`config.mk`:
```
export PLATFORM = sky130hd
export DESIGN_NAME = i2c_master_bit_engine_core
export DESIGN_NICKNAME = d
export VERILOG_FILES = /design/src/rtl/core/i2cmbe_pkg.sv /design/src/rtl/core/i2cmbe_seq.sv /design/src/rtl/core/i2c_master_bit_engine_core.sv
export VERILOG_INCLUDE_DIRS = /design/src /design/src/rtl/core
export SDC_FILE = /design/constraint.sdc
export NUM_CORES = 1
export LEC_CHECK = 0
export ABC_AREA = 1
export BUFFER_PORTS_ARGS = -buffer_cell sky130_fd_sc_hd__buf_4
export CAP_MARGIN = 40
export CORE_ASPECT_RATIO = 0.9
export CORE_MARGIN = 3
export CORE_UTILIZATION = 54
export CTS_BUF_LIST = sky130_fd_sc_hd__clkbuf_8
export DETAILED_ROUTE_END_ITERATION = 8
export PLACE_DENSITY = 0.8
export SYNTH_ARGS = -nofsm -noshare
export SYNTH_HDL_FRONTEND = slang
export SYNTH_HIERARCHICAL = 1
export SYNTH_SLANG_ARGS = --single-unit
```
`constraint.sdc`:
```
create_clock -name clk -period 3 [get_ports clk]
set_input_delay 0.6 -clock clk [delete_from_list [all_inputs] [get_ports clk]]
set_output_delay 0.6 -clock clk [all_outputs]
set_load 0.01 [all_outputs]
```
`src/rtl/core/i2c_master_bit_engine_core_macros.svh`:
```
// Assertion helpers shared by the core RTL.
`ifndef I2C_MASTER_BIT_ENGINE_CORE_MACROS_SVH
`define I2C_MASTER_BIT_ENGINE_CORE_MACROS_SVH

// Same-cycle implication, checked on every rising clk outside reset.
`define I2CMBE_ASSERT_NOW(lbl, ante, cons, msg) \
  lbl: assert property (@(posedge clk) disable iff (rst) (ante) |-> (cons)) else $error(msg);

// Next-cycle implication.
`define I2CMBE_ASSERT_NEXT(lbl, ante, cons, msg) \
  lbl: assert property (@(posedge clk) disable iff (rst) (ante) |=> (cons)) else $error(msg);

`endif

```
`src/rtl/core/i2cmbe_pkg.sv`:
```
package i2cmbe_pkg;

  localparam int PC_W          = 5;
  localparam int CNT_W         = 3;
  localparam int BITS_PER_BYTE = 8;
  localparam logic [CNT_W-1:0] CNT_LAST = CNT_W'(BITS_PER_BYTE - 1);

  typedef enum logic [2:0] {
    OP_START = 3'd0,
    OP_STOP  = 3'd1,
    OP_WRITE = 3'd2,
    OP_READ  = 3'd3,
    OP_SACK  = 3'd4,
    OP_RACK  = 3'd5
  } op_t;

  typedef enum logic [1:0] {
    ACT_SDA  = 2'd0,
    ACT_SCL  = 2'd1,
    ACT_READ = 2'd2
  } act_t;

  typedef enum logic [1:0] {
    SRC_0   = 2'd0,
    SRC_1   = 2'd1,
    SRC_TX  = 2'd2,
    SRC_ACK = 2'd3
  } src_t;

  typedef enum logic [1:0] {
    RX_NONE = 2'd0,
    RX_BYTE = 2'd1,
    RX_ACK  = 2'd2
  } rx_t;

  typedef struct packed {
    act_t            act;
    src_t            src;
    rx_t             rx;
    logic            loop;    // repeat from target until bit count is done
    logic            stop;    // final step of the command
    logic [PC_W-1:0] target;
  } ucode_t;

  // Current step as seen by the datapath.
  typedef struct packed {
    logic busy;
    act_t act;
    src_t src;
    rx_t  rx;
    logic last;
  } step_t;

  function automatic ucode_t ucode_rom(input logic [PC_W-1:0] addr);
    ucode_t w;
    w = ucode_t'{ACT_SCL, SRC_0, RX_NONE, 1'b0, 1'b1, '0};
    case (addr)
      // start
      5'd0:  w = ucode_t'{ACT_SDA,  SRC_1,   RX_NONE, 1'b0, 1'b0, '0};
      5'd1:  w = ucode_t'{ACT_SCL,  SRC_1,   RX_NONE, 1'b0, 1'b0, '0};
      5'd2:  w = ucode_t'{ACT_SDA,  SRC_0,   RX_NONE, 1'b0, 1'b0, '0};
      5'd3:  w = ucode_t'{ACT_SCL,  SRC_0,   RX_NONE, 1'b0, 1'b1, '0};
      // stop
      5'd4:  w = ucode_t'{ACT_SDA,  SRC_0,   RX_NONE, 1'b0, 1'b0, '0};
      5'd5:  w = ucode_t'{ACT_SCL,  SRC_1,   RX_NONE, 1'b0, 1'b0, '0};
      5'd6:  w = ucode_t'{ACT_SDA,  SRC_1,   RX_NONE, 1'b0, 1'b1, '0};
      // write byte
      5'd7:  w = ucode_t'{ACT_SDA,  SRC_TX,  RX_NONE, 1'b0, 1'b0, '0};
      5'd8:  w = ucode_t'{ACT_SCL,  SRC_1,   RX_NONE, 1'b0, 1'b0, '0};
      5'd9:  w = ucode_t'{ACT_SCL,  SRC_0,   RX_NONE, 1'b1, 1'b0, 5'd7};
      // read byte
      5'd10: w = ucode_t'{ACT_SDA,  SRC_1,   RX_NONE, 1'b0, 1'b0, '0};
      5'd11: w = ucode_t'{ACT_SCL,  SRC_1,   RX_NONE, 1'b0, 1'b0, '0};
      5'd12: w = ucode_t'{ACT_READ, SRC_1,   RX_NONE, 1'b0, 1'b0, '0};
      5'd13: w = ucode_t'{ACT_SCL,  SRC_0,   RX_BYTE, 1'b1, 1'b0, 5'd11};
      // send ack
      5'd14: w = ucode_t'{ACT_SDA,  SRC_ACK, RX_NONE, 1'b0, 1'b0, '0};
      5'd15: w = ucode_t'{ACT_SCL,  SRC_1,   RX_NONE, 1'b0, 1'b0, '0};
      5'd16: w = ucode_t'{ACT_SCL,  SRC_0,   RX_NONE, 1'b0, 1'b1, '0};
      // receive ack
      5'd17: w = ucode_t'{ACT_SDA,  SRC_1,   RX_NONE, 1'b0, 1'b0, '0};
      5'd18: w = ucode_t'{ACT_SCL,  SRC_1,   RX_NONE, 1'b0, 1'b0, '0};
      5'd19: w = ucode_t'{ACT_READ, SRC_1,   RX_NONE, 1'b0, 1'b0, '0};
      5'd20: w = ucode_t'{ACT_SCL,  SRC_0,   RX_ACK,  1'b0, 1'b1, '0};
      default: w = ucode_t'{ACT_SCL, SRC_0, RX_NONE, 1'b0, 1'b1, '0};
    endcase
    return w;
  endfunction

  function automatic logic [PC_W-1:0] entry_pc(input op_t op);
    logic [PC_W-1:0] pc;
    pc = '0;
    case (op)
      OP_START: pc = 5'd0;
      OP_STOP:  pc = 5'd4;
      OP_WRITE: pc = 5'd7;
      OP_READ:  pc = 5'd10;
      OP_SACK:  pc = 5'd14;
      OP_RACK:  pc = 5'd17;
      default:  pc = '0;
    endcase
    return pc;
  endfunction

  function automatic logic op_known(input logic [2:0] op);
    logic ok;
    case (op)
      OP_START, OP_STOP, OP_WRITE, OP_READ, OP_SACK, OP_RACK: ok = 1'b1;
      default: ok = 1'b0;
    endcase
    return ok;
  endfunction

endpackage

```
`src/rtl/core/i2cmbe_seq.sv`:
```
module i2cmbe_seq (
  input  logic                           clk,
  input  logic                           rst,
  input  logic                           load,
  input  logic [i2cmbe_pkg::PC_W-1:0]    entry,
  input  logic                           advance,
  output i2cmbe_pkg::step_t              step
);

  localparam int PcW  = i2cmbe_pkg::PC_W;
  localparam int CntW = i2cmbe_pkg::CNT_W;

  logic                busy;
  logic [PcW-1:0]      pc;
  logic [CntW-1:0]     cnt;
  i2cmbe_pkg::ucode_t  uc;
  logic                last;

  always_comb begin
    uc   = i2cmbe_pkg::ucode_rom(pc);
    last = uc.stop | (uc.loop & (cnt == i2cmbe_pkg::CNT_LAST));
    step = '{busy: busy, act: uc.act, src: uc.src, rx: uc.rx, last: last};
  end

  always_ff @(posedge clk) begin
    if (rst) begin
      busy <= 1'b0;
      pc   <= '0;
      cnt  <= '0;
    end else if (load) begin
      busy <= 1'b1;
      pc   <= entry;
      cnt  <= '0;
    end else if (advance) begin
      if (last) begin
        busy <= 1'b0;
      end else if (uc.loop) begin
        pc  <= uc.target;
        cnt <= cnt + CntW'(1);
      end else begin
        pc <= pc + PcW'(1);
      end
    end
  end

endmodule

```
`src/rtl/core/i2c_master_bit_engine_core.sv`:
```
// I2C master bit engine. Each input item is one bus command (tuser = op: start,
// stop, write byte, read byte, send ack, receive ack) and comes out as a run of
// bus-slot items, one per line write or line read, each carrying the SCL level,
// the driven SDA level (1 = released) and a sample flag; tlast marks the final
// slot, which also carries the read byte or the received ack in rx_data. Slot
// counts: start 4, stop 3, write byte 24, read byte 25, send ack 3, receive
// ack 4; op codes 6 and 7 are taken and dropped without output. A microcode
// sequencer steps through a 21-word control ROM, one step per cycle whenever
// the output register is free, each step issuing one slot. The next command is
// taken while the final slot still waits in the output register. SCL and SDA
// levels carry over from command to command and reset to released.
module i2c_master_bit_engine_core (
  input  logic        clk,
  input  logic        rst,
  input  logic        s_tvalid,
  output logic        s_tready,
  input  logic [23:0] s_tdata,   // tx_byte[7:0], ack_bit[8], line_levels[16:9], zero pad
  input  logic [2:0]  s_tuser,   // op[2:0]
  output logic        m_tvalid,
  input  logic        m_tready,
  output logic [15:0] m_tdata,   // scl[0], sda[1], sample[2], rx_data[10:3], zero pad
  output logic        m_tlast
);

  i2cmbe_pkg::step_t step;

  logic       accept;
  logic       load;
  logic       advance;

  // command payload, held for the length of the command
  logic [7:0] tx_sh;      // MSB is the bit being driven
  logic       ack_r;
  logic [7:0] lines_r;

  // live bus levels
  logic       scl_level;
  logic       sda_level;
  logic       scl_next;
  logic       sda_next;
  logic       lvl;
  logic [7:0] rx_next;

  // output slot register
  logic       o_scl;
  logic       o_sda;
  logic       o_sample;
  logic [7:0] o_rx;

  assign s_tready = ~step.busy;
  assign accept   = s_tvalid & s_tready;
  assign load     = accept & i2cmbe_pkg::op_known(s_tuser);
  assign advance  = step.busy & (~m_tvalid | m_tready);

  i2cmbe_seq u_seq (
    .clk     (clk),
    .rst     (rst),
    .load    (load),
    .entry   (i2cmbe_pkg::entry_pc(i2cmbe_pkg::op_t'(s_tuser))),
    .advance (advance),
    .step    (step)
  );

  // datapath for the current control word
  always_comb begin
    case (step.src)
      i2cmbe_pkg::SRC_0:   lvl = 1'b0;
      i2cmbe_pkg::SRC_1:   lvl = 1'b1;
      i2cmbe_pkg::SRC_TX:  lvl = tx_sh[7];
      i2cmbe_pkg::SRC_ACK: lvl = ack_r;
      default:             lvl = 1'b1;
    endcase
    scl_next = scl_level;
    sda_next = sda_level;
    case (step.act)
      i2cmbe_pkg::ACT_SDA: sda_next = lvl;
      i2cmbe_pkg::ACT_SCL: scl_next = lvl;
      default: ;
    endcase
    rx_next = '0;
    if (step.last) begin
      case (step.rx)
        i2cmbe_pkg::RX_BYTE: rx_next = lines_r;
        i2cmbe_pkg::RX_ACK:  rx_next = {7'd0, lines_r[7]};
        default:             rx_next = '0;
      endcase
    end
  end

  always_ff @(posedge clk) begin
    if (accept) begin
      tx_sh   <= s_tdata[7:0];
      ack_r   <= s_tdata[8];
      lines_r <= s_tdata[16:9];
    end else if (advance && step.act == i2cmbe_pkg::ACT_SDA &&
                 step.src == i2cmbe_pkg::SRC_TX) begin
      tx_sh <= {tx_sh[6:0], 1'b0};
    end
  end

  always_ff @(posedge clk) begin
    if (rst) begin
      scl_level <= 1'b1;
      sda_level <= 1'b1;
      m_tvalid  <= 1'b0;
    end else if (advance) begin
      scl_level <= scl_next;
      sda_level <= sda_next;
      m_tvalid  <= 1'b1;
    end else if (m_tready) begin
      m_tvalid  <= 1'b0;
    end
  end

  always_ff @(posedge clk) begin
    if (advance) begin
      o_scl    <= scl_next;
      o_sda    <= sda_next;
      o_sample <= (step.act == i2cmbe_pkg::ACT_READ);
      o_rx     <= rx_next;
      m_tlast  <= step.last;
    end
  end

  assign m_tdata = {5'd0, o_rx, o_sample, o_sda, o_scl};

`include "i2c_master_bit_engine_core_macros.svh"

  // Once the final slot is issued the engine is free for the next command.
  `I2CMBE_ASSERT_NEXT(a_free_after_last, advance && step.last, s_tready, "engine still busy after last slot")
  // SDA is only sampled while SCL is high.
  `I2CMBE_ASSERT_NOW(a_sample_scl_high, m_tvalid && o_sample, o_scl, "sample slot with SCL low")
  // Received data shows only on the final slot.
  `I2CMBE_ASSERT_NOW(a_rx_only_last, m_tvalid && !m_tlast, o_rx == 8'd0, "rx_data on non-final slot")

endmodule
```
==> impl_metrics.tcl <==
set metrics [dict create \
    status "completed" \
    arrival_ns 2.59 \
    grt_antenna_before_repair 0 \
    crit_type "input port to flop" \
    synth_area_um2 2570 \
    cts.sinks 50 \
    drive_gt1_frac 0.207 \
    finalSetupViolations 0 \
    ioPinCount 50 \
    synth_top_cell_area_share 0.339 \
    pwr-share-seq 0.536 \
    setup_slack_ns 0.611 \
    nets 375 \
    clock_path_buffers 2 \
    die_w_um 78.7 \
    cts_resized 0 \
    fin_crit_ns 2.39 \
    dieArea_um2 5620 \
    worstSetupStartpointType "input port" \
    pre_cts_slack_ns 0.285 \
    core_area_um2 4520 \
    rsz0062_at_grt "false" \
    gp_congestion 0.869 \
    vias_per_cell 4.96 \
    ys.flop_type "edfxtp_1" \
    clockRootBuffer "clkbuf_8" \
    post_drt_wl_per_cell_um 11.9 \
    ys_seq_elements 50 \
    cp.required_ns 3.20 \
    cts_buffers 5 \
    max_freq_ghz 0.419 \
    grt_pass1_vias 1738 \
    rows 23 \
    clock-skew-final_ns 0.00909 \
    drt-initial-drc-count 142 \
    cts_hold_buffers 0 \
    synth_area_leaders "edfxtp_1 (34%), dfxtp_1 (16%), nand2_1 (12%)" \
    yosys_warnings 6 \
    slew_viol_final 0 \
    max-slew-margin-rel 0.662 \
    synth_most_common_cell "nand2_1" \
    max-vdd-ir-drop_v 0.000239 \
    pwr_density_cell_nw_per_um2 525 \
    grt_max_degree 17 \
    ant_nets 0 \
    drcViolationCount 0 \
    synthTopCellsByCount "nand2_1 (79), nor2_1 (35), inv_1 (31)" \
    crit_fanout 8 \
    cts_setup_buffers 0 \
    fin_setup_tns_ns 0 \
    synth_edf_count 29 \
    clock_latency_ns 0.30 \
    fin_hold_ws_ns 0.469 \
    syn_to_final_growth_pct 13.9 \
    routed_wl_um 4700 \
    hold_path.class "flop to flop" \
    grt_pass1_wl_um 7870 \
    port_buffers 37 \
    cp-end-kind "flop" \
    overflow 0 \
    p_clk_frac 0.239 \
    fin_crit_sh 0.796 \
    pwr-share-comb 0.225 \
    p_int_mw 1.08 \
    p_sw_frac 0.293 \
    drv_cap 0 \
    first_pass_iters 4 \
    htreeDepth 2 \
    avgSynthCellArea_um2 8.62 \
    vias 1964 \
    hold_violations 0 \
    grt_usage 0.179 \
    yosysTopAreaCell "edfxtp_1" \
    antenna_cells 0 \
    postLayoutCoreUtil 0.647 \
    ys_seq_area_frac 0.503 \
    worstMarginPinSlew_ns 0.502 \
    syn-instance-count 298 \
    total_power_mw 1.53 \
    async_flop_share 0 \
    leakage_nw 1.32 \
    die_y_um 71.4 \
    clkTransAtPathRegs_ns 0.08 \
    yosysUniqueCellTypes 28 \
    power.switching_mw 0.450 \
    initial_core_util 0.568 \
    cts_tree "yes" \
    dp_hpwl_um 3640 \
]
cells by family (layout without fill, tap and decap cells):
family          after synthesis  after routing  synth area share
compound gates               25             25            0.0575
fa+ha+maj                    11             11            0.0536
buf+inv                      52             84             0.102
flops                        50             50             0.503
other cells                   1              5           0.00146
simple gates                159            159             0.282
final cells by class:
type / instances / area, µm²
clock inverters: 3 / 15.0
repair buffers: 42 / 313
well taps: 62 / 77.6
fillers: 367 / 1590
flip-flops and latches: 50 / 1290
inverters: 34 / 130
clock buffers: 5 / 68.8
multi-input cells: 200 / 1030
worst paths after layout:
kind	end	start	depth (start not counted)	slack, ns
worst max register to register	u_seq/uc[9]$_DFF_P_	m_tvalid$_SDFFE_PP0P_	15	0.68
worst min register to register	sda_level$_SDFFE_PP1P_	sda_level$_SDFFE_PP1P_	2	0.47
worst max-delay path	u_seq/uc[9]$_DFF_P_	m_tready	17	0.61
worst min-delay path	sda_level$_SDFFE_PP1P_	sda_level$_SDFFE_PP1P_	2	0.47
metrics by stage:
stage	std cells	cell area [µm²]
after floorplan	302	2580
after global placement	387	2840
after detailed placement	388	2840
after CTS	396	2920
after global routing	396	2920
final	396	2920
cells in the final DEF (no fill, tap or decap), drive strengths merged:
cell type	synthesis	layout
clkbuf	0	5
buf	18	42
nor2	39	39
inv	34	36
nor3	2	2
ha	11	11
a21oi	12	12
edfxtp	29	29
nand2	86	86
dfxtp	21	21
nand3	25	25
o21ai	13	13
and2	2	2
or2	2	2
nand4	3	3
clkinvlp	0	1
conb	1	5
per-layer routing:
metal	GRT usage	vias up	part of all wire
met2	0.300	50	0.50
met5	0	-	0
met3	0.0440	5	0.066
li1	-	1011	-
met4	0.0583	0	0.011
met1	0.230	898	0.42
power groups by stage:
stage                     registers [mW]  logic, mW  clock network (mW)
after floorplan                    0.834      0.266                   0
after detailed placement           0.839      0.342                   0
after global routing               0.830      0.391               0.404
after CTS                          0.824      0.346               0.377
after global placement             0.836      0.332                   0
final                              0.823      0.345               0.367
state kept, by name, indices dropped and copies added, names as in the netlist, 3 cells and up:
register	cells
o_rx	8
u_seq/pc	5
lines_r	8
u_seq/uc	9
u_seq/cnt	3
tx_sh	8
worst max-delay path: stages:
cell and delay (ns):
buf_4 0.07, inv_1 0.04, nand2_1 0.07, nand2_1 0.11, inv_1 0.25, nand3_1 0.22
nand2_1 0.13, o21ai_0 0.12, nor2_1 0.24, inv_1 0.16, ha_1 0.29, inv_1 0.05
nand2_1 0.04, nand2_1 0.06, nand2_1 0.05, nand3_1 0.06, nand2_1 0.05
Power figures use the tool's default switching activity.
